===== src/hdl/lcz_pkg.sv =====
// shared types, constants and register map of the zero-padded line convolution
`timescale 1ns / 1ps

package lcz_pkg;

  localparam int DEF_MAX_RADIUS = 2;
  localparam int DEF_MAX_LINE   = 1024;

  localparam int SAMPLE_W    = 16;
  localparam int PROD_W      = 2 * SAMPLE_W;
  localparam int LEN_CFG_W   = 11;
  localparam int RAD_W       = 2;
  localparam int CFG_IDX_W   = 3;
  localparam int CFG_DATA_W  = 16;
  localparam int NUM_COEFFS  = 5;
  localparam int COEFF_IDX_W = 3;
  localparam int TAP_CENTRE  = 2;
  localparam int ROUND_SHIFT = 14;
  localparam int ROUND_BIAS  = 8192;
  localparam int SAT_MAX     = 32767;
  localparam int SAT_MIN     = -32768;

  // register map
  localparam logic [CFG_IDX_W-1:0] REG_LINE_LENGTH = 3'd0;
  localparam logic [CFG_IDX_W-1:0] REG_RADIUS      = 3'd1;
  localparam logic [CFG_IDX_W-1:0] REG_COEFF_0     = 3'd2;
  localparam logic [CFG_IDX_W-1:0] REG_COEFF_4     = 3'd6;

  // reset values
  localparam logic [LEN_CFG_W-1:0] RST_LINE_LENGTH = 11'd1024;
  localparam logic [RAD_W-1:0]     RST_RADIUS      = 2'd1;

  typedef logic signed [SAMPLE_W-1:0] sample_t;
  typedef logic signed [PROD_W-1:0]   prod_t;

  localparam sample_t RST_COEFF [NUM_COEFFS] = '{
    16'sd0, 16'sd4096, 16'sd8192, 16'sd4096, 16'sd0
  };

  typedef enum logic {
    ST_RUN,
    ST_FLUSH
  } lcz_state_t;

  // window update issued by the sequencer
  typedef struct packed {
    logic shift;
    logic clear;
    logic zero;
  } lcz_step_t;

  // per-cell controls
  typedef struct packed {
    logic shift;
    logic clear;
    logic load;
  } lcz_cell_ctl_t;

  // tag that travels with a result down the pipeline
  typedef struct packed {
    logic valid;
    logic done;
  } lcz_flag_t;

endpackage


===== src/hdl/lcz_cell.sv =====
// one window cell: a held sample, its tap weight product
`timescale 1ns / 1ps

module lcz_cell
  import lcz_pkg::*;
(
  input  logic          clk,
  input  logic          rst,
  input  lcz_cell_ctl_t ctl,
  input  sample_t       d_in,
  input  sample_t       weight,
  output sample_t       q,
  output prod_t         prod
);

  sample_t held;

  always_ff @(posedge clk) begin
    if (rst) begin
      held <= '0;
    end else if (ctl.shift) begin
      held <= ctl.clear ? '0 : d_in;
    end
  end

  // product register, no reset needed
  always_ff @(posedge clk) begin
    if (ctl.load) begin
      prod <= held * weight;
    end
  end

  assign q = held;

endmodule


===== src/hdl/lcz_ctrl.sv =====
// line position counter and end-of-line flush sequencer
`timescale 1ns / 1ps

module lcz_ctrl
  import lcz_pkg::*;
#(
  parameter int MAX_LINE = DEF_MAX_LINE
) (
  input  logic                 clk,
  input  logic                 rst,
  input  logic [LEN_CFG_W-1:0] line_length,
  input  logic [RAD_W-1:0]     r_eff,
  input  logic                 in_valid,
  output logic                 in_ready,
  input  logic                 ready2,
  output lcz_step_t            step,
  output lcz_flag_t            flag1
);

  localparam int POS_W  = $clog2(MAX_LINE);
  localparam int MAXL_W = $clog2(MAX_LINE + 1);
  localparam int CMP_W  = ((LEN_CFG_W > MAXL_W) ? LEN_CFG_W : MAXL_W) + 1;

  lcz_state_t       state, state_next;
  logic [POS_W-1:0] position, position_next;
  logic [RAD_W-1:0] flush_cnt, flush_cnt_next;
  logic [RAD_W-1:0] flush_thr, flush_thr_next;
  logic             clear_pending, clear_pending_next;
  lcz_flag_t        flag1_next;

  logic             ready1;
  logic [CMP_W-1:0] eff_len;
  logic             last;
  logic             past_radius;
  logic             ev_emit;
  logic             ev_done;
  logic             ev_final;

  always_comb begin
    eff_len = CMP_W'(line_length);
    if (eff_len == '0) begin
      eff_len = CMP_W'(1);
    end else if (eff_len > CMP_W'(MAX_LINE)) begin
      eff_len = CMP_W'(MAX_LINE);
    end
  end

  assign last        = (CMP_W'(position) + CMP_W'(1)) >= eff_len;
  assign past_radius = CMP_W'(position) >= CMP_W'(r_eff);
  assign ready1      = !flag1.valid || ready2;

  always_ff @(posedge clk) begin
    if (rst) begin
      state         <= ST_RUN;
      position      <= '0;
      flush_cnt     <= '0;
      flush_thr     <= '0;
      clear_pending <= 1'b0;
      flag1         <= '0;
    end else begin
      state         <= state_next;
      position      <= position_next;
      flush_cnt     <= flush_cnt_next;
      flush_thr     <= flush_thr_next;
      clear_pending <= clear_pending_next;
      flag1         <= flag1_next;
    end
  end

  always_comb begin
    state_next         = state;
    position_next      = position;
    flush_cnt_next     = flush_cnt;
    flush_thr_next     = flush_thr;
    clear_pending_next = clear_pending;
    flag1_next         = flag1;
    step               = '0;
    in_ready           = 1'b0;
    ev_emit            = 1'b0;
    ev_done            = 1'b0;
    ev_final           = 1'b0;

    unique case (state)
      ST_RUN: begin
        in_ready = ready1;
        if (in_valid && ready1) begin
          step.shift = 1'b1;
          step.clear = clear_pending;
          ev_emit    = past_radius;
          if (last) begin
            position_next = '0;
            ev_done       = (r_eff == '0);
            if (r_eff == '0) begin
              ev_final = 1'b1;
            end else begin
              // zero pushes stand in for the neighbours past the line end
              state_next     = ST_FLUSH;
              flush_cnt_next = RAD_W'(1);
              flush_thr_next = past_radius ? '0 : (r_eff - RAD_W'(position));
            end
          end else begin
            position_next = position + POS_W'(1);
          end
        end
      end
      ST_FLUSH: begin
        if (ready1) begin
          step.shift = 1'b1;
          step.zero  = 1'b1;
          ev_emit    = flush_cnt >= flush_thr;
          ev_done    = flush_cnt == r_eff;
          if (flush_cnt == r_eff) begin
            state_next = ST_RUN;
            ev_final   = 1'b1;
          end else begin
            flush_cnt_next = flush_cnt + RAD_W'(1);
          end
        end
      end
      default: begin
        state_next = ST_RUN;
      end
    endcase

    // window is wiped on the first push of the following line
    if (step.shift) begin
      clear_pending_next = ev_final;
    end

    if (ready1) begin
      flag1_next.valid = step.shift && ev_emit;
      flag1_next.done  = ev_done;
    end
  end

endmodule


===== src/hdl/lcz_sum.sv =====
// product sum, rounding and saturation, output register
`timescale 1ns / 1ps

module lcz_sum
  import lcz_pkg::*;
#(
  parameter int NUM = 2 * DEF_MAX_RADIUS + 1
) (
  input  logic      clk,
  input  logic      rst,
  input  prod_t     prod [NUM],
  input  lcz_flag_t flag2,
  output logic      ready3,
  output logic      out_valid,
  input  logic      out_ready,
  output sample_t   out_value,
  output logic      out_done
);

  localparam int SUM_W = PROD_W + $clog2(NUM);

  logic signed [SUM_W-1:0] total;
  logic signed [SUM_W-1:0] sum_r;
  lcz_flag_t               flag3;
  logic                    ready_out;
  logic signed [SUM_W:0]   biased;
  logic signed [SUM_W:0]   scaled;
  sample_t                 sat;

  always_comb begin
    total = '0;
    for (int i = 0; i < NUM; i++) begin
      total = total + SUM_W'(prod[i]);
    end
  end

  assign ready_out = !out_valid || out_ready;
  assign ready3    = !flag3.valid || ready_out;

  // nearest, ties upward
  assign biased = (SUM_W + 1)'(sum_r) + (SUM_W + 1)'(ROUND_BIAS);
  assign scaled = biased >>> ROUND_SHIFT;

  always_comb begin
    if (scaled > (SUM_W + 1)'(SAT_MAX)) begin
      sat = sample_t'(SAT_MAX);
    end else if (scaled < (SUM_W + 1)'(SAT_MIN)) begin
      sat = sample_t'(SAT_MIN);
    end else begin
      sat = scaled[SAMPLE_W-1:0];
    end
  end

  always_ff @(posedge clk) begin
    if (rst) begin
      flag3     <= '0;
      out_valid <= 1'b0;
    end else begin
      if (ready3) begin
        flag3 <= flag2;
      end
      if (ready_out) begin
        out_valid <= flag3.valid;
      end
    end
  end

  always_ff @(posedge clk) begin
    if (ready3) begin
      sum_r <= total;
    end
    if (ready_out) begin
      out_value <= sat;
      out_done  <= flag3.done;
    end
  end

endmodule


===== src/hdl/line_convolution_zero_padded_top.sv =====
// top level of the zero-padded line convolution
`timescale 1ns / 1ps

// Zero-padded 1-D FIR along a line of samples, signed Q1.14 in and out.
// s_axis carries one sample per request, in line order; m_axis returns the
// filtered values, tlast marking the final position of each line.
// Registers must be written through cfg_write/cfg_index/cfg_data only while
// no request is in flight; the block has no guard for this. Index 0 line
// length, 1 radius, 2..6 tap weights. A row of 2*MAX_RADIUS+1 cells holds
// the window; every cell shifts its sample to the next one and forms its
// own product, a sum stage adds the products, and rounding logic feeds
// the output register. m_axis_tvalid follows a request through the cell,
// product, sum and output registers. Throughput: one sample per cycle while
// the output does not stall; after the last sample of a line the window
// takes one zero push per step of the clamped radius, with s_axis_tready low.
// Reset (rst, synchronous) restores the register defaults, clears the
// window and the position and empties the pipeline.
// A stalled receiver holds the result in the output register; the pipeline
// keeps taking samples until its stages fill, then s_axis_tready drops.

module line_convolution_zero_padded_top
  import lcz_pkg::*;
#(
  parameter int MAX_RADIUS = DEF_MAX_RADIUS,
  parameter int MAX_LINE   = DEF_MAX_LINE
) (
  input  logic                  clk,
  input  logic                  rst,
  // configuration write port
  input  logic                  cfg_write,
  input  logic [CFG_IDX_W-1:0]  cfg_index,
  input  logic [CFG_DATA_W-1:0] cfg_data,
  // sample requests
  input  logic                  s_axis_tvalid,
  output logic                  s_axis_tready,
  input  sample_t               s_axis_tdata,   // [15:0] sample
  // results
  output logic                  m_axis_tvalid,
  input  logic                  m_axis_tready,
  output sample_t               m_axis_tdata,   // [15:0] filtered_value
  output logic                  m_axis_tlast    // line_done
);

  localparam int WIN   = 2 * MAX_RADIUS + 1;
  // only five tap weights exist, so the radius stops at the centre tap
  localparam int R_LIM = (MAX_RADIUS < TAP_CENTRE) ? MAX_RADIUS : TAP_CENTRE;

  // configuration registers
  logic [LEN_CFG_W-1:0] line_length;
  logic [RAD_W-1:0]     radius;
  sample_t              coeff [NUM_COEFFS];
  logic [COEFF_IDX_W-1:0] cfg_coeff_idx;

  assign cfg_coeff_idx = cfg_index - REG_COEFF_0;

  always_ff @(posedge clk) begin
    if (rst) begin
      line_length <= RST_LINE_LENGTH;
      radius      <= RST_RADIUS;
      coeff       <= RST_COEFF;
    end else if (cfg_write) begin
      unique case (cfg_index) inside
        REG_LINE_LENGTH: line_length <= cfg_data[LEN_CFG_W-1:0];
        REG_RADIUS:      radius      <= cfg_data[RAD_W-1:0];
        [REG_COEFF_0:REG_COEFF_4]: coeff[cfg_coeff_idx] <= sample_t'(cfg_data);
        default: begin
          // unmapped index, ignored
        end
      endcase
    end
  end

  logic [RAD_W-1:0] r_eff;
  assign r_eff = (radius > RAD_W'(R_LIM)) ? RAD_W'(R_LIM) : radius;

  // sequencer
  lcz_step_t step;
  lcz_flag_t flag1;
  lcz_flag_t flag2;
  logic      ready2;
  logic      ready3;

  lcz_ctrl #(
    .MAX_LINE (MAX_LINE)
  ) u_ctrl (
    .clk         (clk),
    .rst         (rst),
    .line_length (line_length),
    .r_eff       (r_eff),
    .in_valid    (s_axis_tvalid),
    .in_ready    (s_axis_tready),
    .ready2      (ready2),
    .step        (step),
    .flag1       (flag1)
  );

  // product stage tag; products sit in the cells
  assign ready2 = !flag2.valid || ready3;

  always_ff @(posedge clk) begin
    if (rst) begin
      flag2 <= '0;
    end else if (ready2) begin
      flag2 <= flag1;
    end
  end

  // row of window cells, newest sample in cell 0
  sample_t cell_q  [WIN];
  prod_t   prod    [WIN];

  logic [COEFF_IDX_W-1:0] tap_top;
  logic [COEFF_IDX_W-1:0] tap_span;
  assign tap_top  = COEFF_IDX_W'(r_eff) + COEFF_IDX_W'(TAP_CENTRE);
  assign tap_span = {r_eff, 1'b0};

  for (genvar k = 0; k < WIN; k++) begin : g_cell
    sample_t       weight;
    sample_t       d_in;
    lcz_cell_ctl_t ctl;

    // cell k holds the sample k places back: weight at offset radius-k
    always_comb begin
      if (COEFF_IDX_W'(k) <= tap_span) begin
        weight = coeff[tap_top - COEFF_IDX_W'(k)];
      end else begin
        weight = '0;
      end
    end

    if (k == 0) begin : g_head
      assign d_in      = step.zero ? '0 : s_axis_tdata;
      assign ctl.clear = 1'b0;
    end else begin : g_body
      assign d_in      = cell_q[k-1];
      assign ctl.clear = step.clear;
    end

    assign ctl.shift = step.shift;
    assign ctl.load  = ready2;

    lcz_cell u_cell (
      .clk    (clk),
      .rst    (rst),
      .ctl    (ctl),
      .d_in   (d_in),
      .weight (weight),
      .q      (cell_q[k]),
      .prod   (prod[k])
    );
  end

  lcz_sum #(
    .NUM (WIN)
  ) u_sum (
    .clk       (clk),
    .rst       (rst),
    .prod      (prod),
    .flag2     (flag2),
    .ready3    (ready3),
    .out_valid (m_axis_tvalid),
    .out_ready (m_axis_tready),
    .out_value (m_axis_tdata),
    .out_done  (m_axis_tlast)
  );

endmodule


===== config.mk =====
export PLATFORM = sky130hd
export DESIGN_NAME = line_convolution_zero_padded_top
export DESIGN_NICKNAME = d
export VERILOG_FILES = /design/src/hdl/lcz_pkg.sv /design/src/hdl/lcz_cell.sv /design/src/hdl/lcz_ctrl.sv /design/src/hdl/lcz_sum.sv /design/src/hdl/line_convolution_zero_padded_top.sv
export SDC_FILE = /design/constraint.sdc
export NUM_CORES = 2
export LEC_CHECK = 0
export ABC_AREA = 1
export BUFFER_PORTS_ARGS = -buffer_cell sky130_fd_sc_hd__buf_2
export CAP_MARGIN = 20
export CORE_ASPECT_RATIO = 1.2
export CORE_MARGIN = 1
export CORE_UTILIZATION = 61
export CTS_CLUSTER_DIAMETER = 40
export CTS_CLUSTER_SIZE = 28
export DETAILED_ROUTE_END_ITERATION = 12
export MAX_ROUTING_LAYER = met4
export PLACE_DENSITY_LB_ADDON = 0.3
export SLEW_MARGIN = 20
export SYNTH_ARGS = -nofsm -noshare
export SYNTH_HDL_FRONTEND = slang
export SYNTH_SLANG_ARGS = --single-unit

===== constraint.sdc =====
create_clock -name clk -period 5.8 [get_ports clk]
set_input_delay 1.16 -clock clk [delete_from_list [all_inputs] [get_ports clk]]
set_output_delay 1.16 -clock clk [all_outputs]
set_load 0.1 [all_outputs]

======== Word level (Yosys, flattened, before mapping) ========
Index checks and enable logic that the tools add are counted.
storage, ports and cells
  output and inout bits ................... 19
  input bits .............................. 40
  word-level logic and storage cells ...... 173
  register bits ........................... 408
operators by class
  bitwise logic cells ..................... 8
  add/subtract/negate cells ............... 15
  $mul .................................... 5
  equality and inequality tests ........... 7
  muxes and demuxes ....................... 64
  order comparisons ....................... 21
  reduce and logical (&&, ||, !) cells .... 21
operator list
  operator                                                          number
  2-to-1 mux 16 bit                                                 22
  binary-select mux 16 bit (select 3 bit)                           5
  multiplier 16 x 16 -> 32 bit                                      5
  bitwise mux 80 bit                                                1
  adder 35 x 32 -> 35 bit                                           2
  demux 16 bit (select 3 bit)                                       1
  adder 35 x 15 -> 36 bit (second input constant)                   1
  adder 33 x 32 -> 34 bit                                           1
  adder 32 x 32 -> 33 bit                                           1
  greater-or-equal comparator 4 bit (second input constant)         6
  inverter 3 -> 4 bit                                               6
  greater-than comparator 22 x 16 -> 1 bit (second input constant)  1
  less-than comparator 22 x 16 -> 1 bit (second input constant)     1
  2-to-1 mux 1 bit                                                  18
  2-to-1 mux 2 bit                                                  8
  greater-or-equal comparator 12 bit                                1
  2-to-1 mux 12 bit                                                 1
  adder 10 x 1 -> 11 bit (second input constant)                    1
  greater-than comparator 11 bit (second input constant)            1
  zero test 11 bit                                                  1
  2-to-1 mux 11 bit                                                 1
  adder 10 x 1 -> 10 bit (second input constant)                    1
  greater-or-equal comparator 10 x 2 -> 1 bit                       1
  2-to-1 mux 10 bit                                                 1
  29 further kinds                                                  53

======== Logic depth before layout (Yosys ltp) ========
  word-level depth ........................ 10
  depth in mapped cells ................... 32
  mapped depth without buffers ............ 30

======== Hierarchy ========
Synthesis repeated with hierarchy kept, for this count alone.
unflattened totals
  cells, all modules ...................... 9965
  area, all modules ....................... 75641.3 µm²
by module, submodules not included
  module                            times used  area each (µm²)  cells an instance  sequential area each (µm²)
  lcz_cell (g_cell[2].u_cell ...)   2           12409.4          1583               1281.2
  lcz_cell (g_cell[1].u_cell)       1           12567.1          1625               1281.2
  lcz_cell (g_cell[0].u_cell)       1           12514.5          1613               1281.2
  lcz_cell (g_cell[4].u_cell)       1           12396.9          1577               1281.2
  lcz_sum                           1           7025.5           961                1231.2
  line_convolution_zero_padded_top  1           4833.4           792                1901.8
  lcz_ctrl                          1           1485.2           231                360.3

======== Worst setup path before layout ========
OpenSTA, ideal clock, no wires.
  path type ............................... reg2reg
  start point ............................. reg radius[1]
  end point ............................... reg g_cell[1].u_cell.prod[31] (data pin)
  setup time .............................. 0.252 ns
  path slack .............................. -0.470 ns
  cell stages (with the launch flop) ...... 27
  path buffers ............................ 2
  data arrival time ....................... 6.017 ns
  clock period less this slack ............ 6.270 ns
  required time ........................... 5.548 ns
  cells stage by stage .................... dfxtp_1 > buf_4 > inv_4 > nand2_1 > inv_2 > buf_2 > nand2_1 > nand2_1 > inv_1 > nor2_1 > fa_1 > fa_1 > fa_1 > fa_1 > inv_1 > fa_1 > inv_1 > fa_1 > ha_1 > inv_1 > nor3_1 > nand2_1 > or2_2 > nand3_1 > inv_1 > nand2_1 > nand2_1
on the way
  cells in the longest elaborated chain, start to end .. 10
  elaborated cells on any way between the ends .. 11
  those cells by class .................... add/sub (2); mul (1); order compare (2); mux (5); bitwise (1)
ends and longest elaborated chain
  what                                                  line                                     text
  from (decl)                                           line_convolution_zero_padded_top.sv:50   logic [RAD_W-1:0] radius;
  from (signal assigned)                                line_convolution_zero_padded_top.sv:64   REG_RADIUS: radius <= cfg_data[RAD_W-1:0];
  greater-than comparator 2 bit                         line_convolution_zero_padded_top.sv:74   assign r_eff = (radius > RAD_W'(R_LIM)) ? RAD_W'(R_LIM) : radius;
  2-to-1 mux 2 bit (*)                                  line_convolution_zero_padded_top.sv:74
  adder 2 x 2 -> 3 bit                                  line_convolution_zero_padded_top.sv:114  assign tap_top = COEFF_IDX_W'(r_eff) + COEFF_IDX_W'(TAP_CENTRE);
  subtractor 3 x 1 -> 3 bit                             line_convolution_zero_padded_top.sv:125  weight = coeff[tap_top - COEFF_IDX_W'(k)];
  inverter 3 -> 4 bit (implied by the code)             line_convolution_zero_padded_top.sv:125
  binary-select mux 16 bit (select 3 bit)               line_convolution_zero_padded_top.sv:125
  2-to-1 mux 16 bit (implied by the code) (2 in a row)  line_convolution_zero_padded_top.sv:125
  2-to-1 mux 16 bit (*)                                 line_convolution_zero_padded_top.sv:124  if (COEFF_IDX_W'(k) <= tap_span) begin
  multiplier 16 x 16 -> 32 bit (*)                      lcz_cell.sv:29                           prod <= held * weight;
  to (signal assigned)                                  lcz_cell.sv:29
  to (decl)                                             lcz_cell.sv:13                           output prod_t prod
Mark *: on every way between the ends. The rest lies on a longest branch, timed or not. The select of a mux whose other input is x is not followed.
A chain may end at the register's enable or synchronous reset.

======== Worst setup path after layout ========
  start point ............................. reg radius[1]
  end point ............................... reg g_cell[0].u_cell.prod[24] (data pin)
on the way
  cells in the longest elaborated chain, start to end .. 9
  elaborated cells on any way between the ends .. 10
  those cells by class .................... add/sub (1); mul (1); order compare (2); mux (5); bitwise (1)
ends and longest elaborated chain
  what                                                  line
  greater-than comparator 2 bit                         line_convolution_zero_padded_top.sv:74
  2-to-1 mux 2 bit (*)                                  line_convolution_zero_padded_top.sv:74
  adder 2 x 2 -> 3 bit                                  line_convolution_zero_padded_top.sv:114
  inverter 3 -> 4 bit (implied by the code)             line_convolution_zero_padded_top.sv:125
  binary-select mux 16 bit (select 3 bit)               line_convolution_zero_padded_top.sv:125
  2-to-1 mux 16 bit (implied by the code) (2 in a row)  line_convolution_zero_padded_top.sv:125
  2-to-1 mux 16 bit (*)                                 line_convolution_zero_padded_top.sv:124
  multiplier 16 x 16 -> 32 bit (*)                      lcz_cell.sv:29
  to (signal assigned)                                  lcz_cell.sv:29
  to (decl)                                             lcz_cell.sv:13
Marked as above.

==> impl_metrics.csv <==
group,metric,value,unit
run_status,run_status,"complete, but fails checks",
run_status,violated_checks,"setup timing",
timing,timing.final.ws_setup,-0.7194,ns
cells_and_area,final_design_area_no_fill,89600,um2
timing,final.setup_skew,0.03287,ns
floorplan,fp.dieH,375.9,um
clock_tree,cts_hold_buf,0,
clock_tree,tritoncts.num_buffers,74,
grt,gr-usage-all-layers,0.4696,
cells_and_area,fraction_of_final_layout_cells_sized_beyond_drive_strength_1,0.2365,
placed_design,gp_routability_congestion,1.100,
cells_and_area,final-seq-area,9905,um2
timing,rsz0062_at_grt,"true",
yosys,synthTopCellsByArea,"fa_1 (39%), inv_1 (11%), ha_1 (8.7%), edfxtp_1 (8.4%), nand2_1 (8.1%)",
cells_and_area,multiInputGateArea,56780,um2
yosys,instance_count_of_the_mapped_netlist,8633,
floorplan,area_of_the_die,117900,um2
timing,final_max_slew_viol_count,0,
pwr,power.leakage,45.34,nW
grt,grt_max_degree,84,
pwr,net_switching_power,10.96,mW
worst_setup_path,critPathKind,"reg -> reg",
clock_tree,clock_latency_at_the_later_pin_of_the_worst_skew_pair,0.72,ns
cells_and_area,fin_nets,11642,
grt,globalRoute.totalOverflow,0,
worst_setup_path,critical_path.startpoint_type,"register",
worst_setup_path,worstReg2RegEnd,"g_cell[0].u_cell.prod[24]",
worst_setup_path,critical_path_data_arrival_time,6.95,ns
detailed_routing,dr_total_vias,65945,
pwr,combinationalPowerShare,0.596,
floorplan,num_rows,136,
clock_tree,worst_setup_hold_path_clk_slew,0.06,ns
grt,grt_first_pass_wirelength,399000,um
timing,max_clk_rate,153.4,MHz
yosys,post_synth.cell_area_avg,8.233,um2
yosys,postSynth.asyncResetShare,0,
timing,total_setup_violations_reported_at_the_end_of_the_flow,107,
detailed_routing,detail_route.iter0.violations,7010,
grt,vias_in_the_first_global_route,68355,
pwr,power.share.switching,0.5058,
floorplan,initial_utilization,0.6179,
yosys,synth_edf_count,199,
worst_hold_path,hp-class,"reg -> reg",
yosys,seq_area_frac_synth,0.1393,
timing,finalCriticalPeriod,6.519,ns
cells_and_area,fillCellCount,7702,
yosys,yosys_most_used_dff,"edfxtp_1",
pwr,ir_drop_worst_vdd,0.0003251,V
worst_setup_path,ff2ff_path_depth,25,
worst_hold_path,hold_path_end,"g_cell[3].u_cell.q[6]",
floorplan,io_pins,59,
clock_tree,tritoncts,"done",
worst_setup_path,required,6.23,ns
pwr,power_density,241.9,nW/um2
detailed_routing,detailedRoute.firstPassIterationCount,8,
pwr,clock_share_of_power,0.210,
placed_design,numPortBuffers,58,
yosys,synth.largest_area_cell,"fa_1",
detailed_routing,detail_route.vias_per_cell,5.821,
worst_setup_path,timing.critical_path.to_type,"register",
grt,grt_antenna_before_repair,21,
clock_tree,cts.htree.levels,3,
detailed_routing,drcViolationCount,0,
detailed_routing,drt.antenna.violating_nets,0,
worst_setup_path,critical_path_peak_fanout,8,
flow_run,maxCapViolations,0,
yosys,yosysWarningCount,0,
placed_design,placement.cell_area,81300,um2
timing,hold_violations,0,
cells_and_area,final_common_cell,"inv_1",
worst_hold_path,holdCritStartpoint,"g_cell[3].u_cell.q[6]",
timing,relative_slew_margins,0.1797,
worst_hold_path,min_path_cells,2,
detailed_routing,routedWlPerCell,24.11,um
clock_tree,clock_sink_count,395,
clock_tree,cts-root-buf,"clkbuf_16",
cells_and_area,syn_to_final_growth,26.07,%
pwr,intPower,10.71,mW
timing,timing.final.crit_share,1.124,
floorplan,core_area,115000,um2
floorplan,chipWidth,313.6,um
cells_and_area,commonest_cells_after_routing_fill_and_taps_aside,"inv_1 (1924), nand2_1 (1370), fa_1 (1295)",
worst_setup_path,ff2ff_setup_slack,-0.72,ns
yosys,synth_largest_type_area_fraction,0.3876,
pwr,p_total,21.68,mW
yosys,synth_cell_types,55,
yosys,mappedNetlistArea,71070,um2
yosys,synthesis.nets,10541,
detailed_routing,drt_wl_total,273100,um
yosys,ys_seq_elements,395,
pwr,seqPwrFrac,0.193,
worst_setup_path,reg2reg_from,"radius[1]",
timing,worstMarginPinSlew,1.230,ns
placed_design,detailedPlacementHpwl,217500,um
clock_tree,clockBufferDepth,3,
worst max path at each step:
stage | from | endpoint | slack [ns]
2_1_floorplan | radius[1] | g_cell[2].u_cell.prod[31] | -0.1
3_3_place_gp | radius[1] | g_cell[0].u_cell.prod[19] | -0.85
3_5_place_dp | radius[1] | g_cell[0].u_cell.prod[24] | -0.90
4_1_cts | radius[1] | g_cell[2].u_cell.prod[26] | -0.45
5_1_grt | radius[1] | g_cell[0].u_cell.prod[24] | -0.82
6_report | radius[1] | g_cell[0].u_cell.prod[24] | -0.72
kinds of logic (layout without fill, tap and decap cells):
family	Yosys count	count (layout)	share of synthesized area
compound gates	833	833	0.06734
fa+ha+maj	1868	1868	0.4742
flops	395	395	0.1393
xor+xnor	207	207	0.02551
simple gates	3022	3022	0.1696
other cells	0	15	0
buf+inv	2308	3470	0.1241
synth_stat cells (49+ instances only):
master,instances
nor3_1,51
inv_1,2051
edfxtp_1,199
xnor2_1,74
clkbuf_1,142
buf_2,49
dfxtp_1,196
a211oi_1,64
xor2_1,133
ha_1,492
a21oi_1,369
fa_1,1376
nand3_1,192
nand4_1,57
nand2_1,1541
o21ai_0,219
nor2_1,1104
critical path, cell delays in order, from the launching register on:
cell	delay (ns)
dfxtp_4	0.37
buf_8	0.13
nor2_4	0.26
inv_2	0.09
or2_4	0.26
nand3_4	0.17
clkinvlp_4	0.24
nand2_2	0.12
fa_1	0.43
inv_2	0.07
fa_1	0.40
inv_2	0.08
fa_1	0.46
fa_1	0.57
inv_2	0.04
fa_1	0.66
fa_1	0.53
ha_4	0.32
buf_6	0.13
nand2_4	0.09
nor2_2	0.17
nand2_2	0.11
nor3_4	0.23
o21ai_2	0.10
nand3_2	0.11
xor2_2	0.08
sequential cells by signal, summed over array words and instances, names as in the netlist, 10 cells and up:
register and count:
u_sum.out_value 16, g_cell.u_cell.q 80, g_cell.u_cell.prod 160, u_sum.sum_r 22, coeff 80, u_ctrl.position 10
line_length 11
per-stage QoR:
step	worst slack [ns]	std cells	util	TNS, ns	hold slack [ns]
final	-0.7194	11328	0.7789	-35.17	0.4750
after global routing	-0.8198	11327	0.7789	-51.15	0.4929
after CTS	-0.4466	11248	0.7516	-23.84	0.4737
after detailed placement	-0.8980	11060	0.7068	-58.78	0.4601
after global placement	-0.8527	11060	0.7068	-51.00	0.4525
after floorplan	-0.09821	8633	-	-0.5014	0.4030
power groups by stage:
stage	registers, mW	clock network [mW]	logic (mW)
4_1_cts	4.15	4.54	12.0
5_1_grt	4.19	4.66	13.8
3_5_place_dp	4.19	0	11.5
2_1_floorplan	4.26	0	6.62
3_3_place_gp	4.19	0	11.3
6_report	4.19	4.56	12.9
metal layers:
layer	GRT usage	vias up	wire length, um
met5	-	-	0
li1	-	28114	-
met1	0.5480	32082	94030
met2	0.7113	4319	122100
met4	0.3032	0	23700
met3	0.1343	1430	33200
timing repair:
| item | in CTS | in global routing |
|---|---|---|
| gates resized for setup | 499 | 695 |
| endpoints found under the setup margin | 113 | 115 |
| cloned | 4 | 5 |
| pin swaps | 125 | 236 |
| buffers inserted | 47 | 66 |
area by class of cell:
type | instances | share of cell area
antenna | 15 | 0.0004189
clock buffer | 78 | 0.02131
clock inverter | 59 | 0.007359
inverter | 2096 | 0.08878
multi-input combinational | 5930 | 0.6337
sequential | 395 | 0.1105
tap | 1518 | 0.02120
timing repair buffer | 1237 | 0.1167
Power figures use the tool's default switching activity.
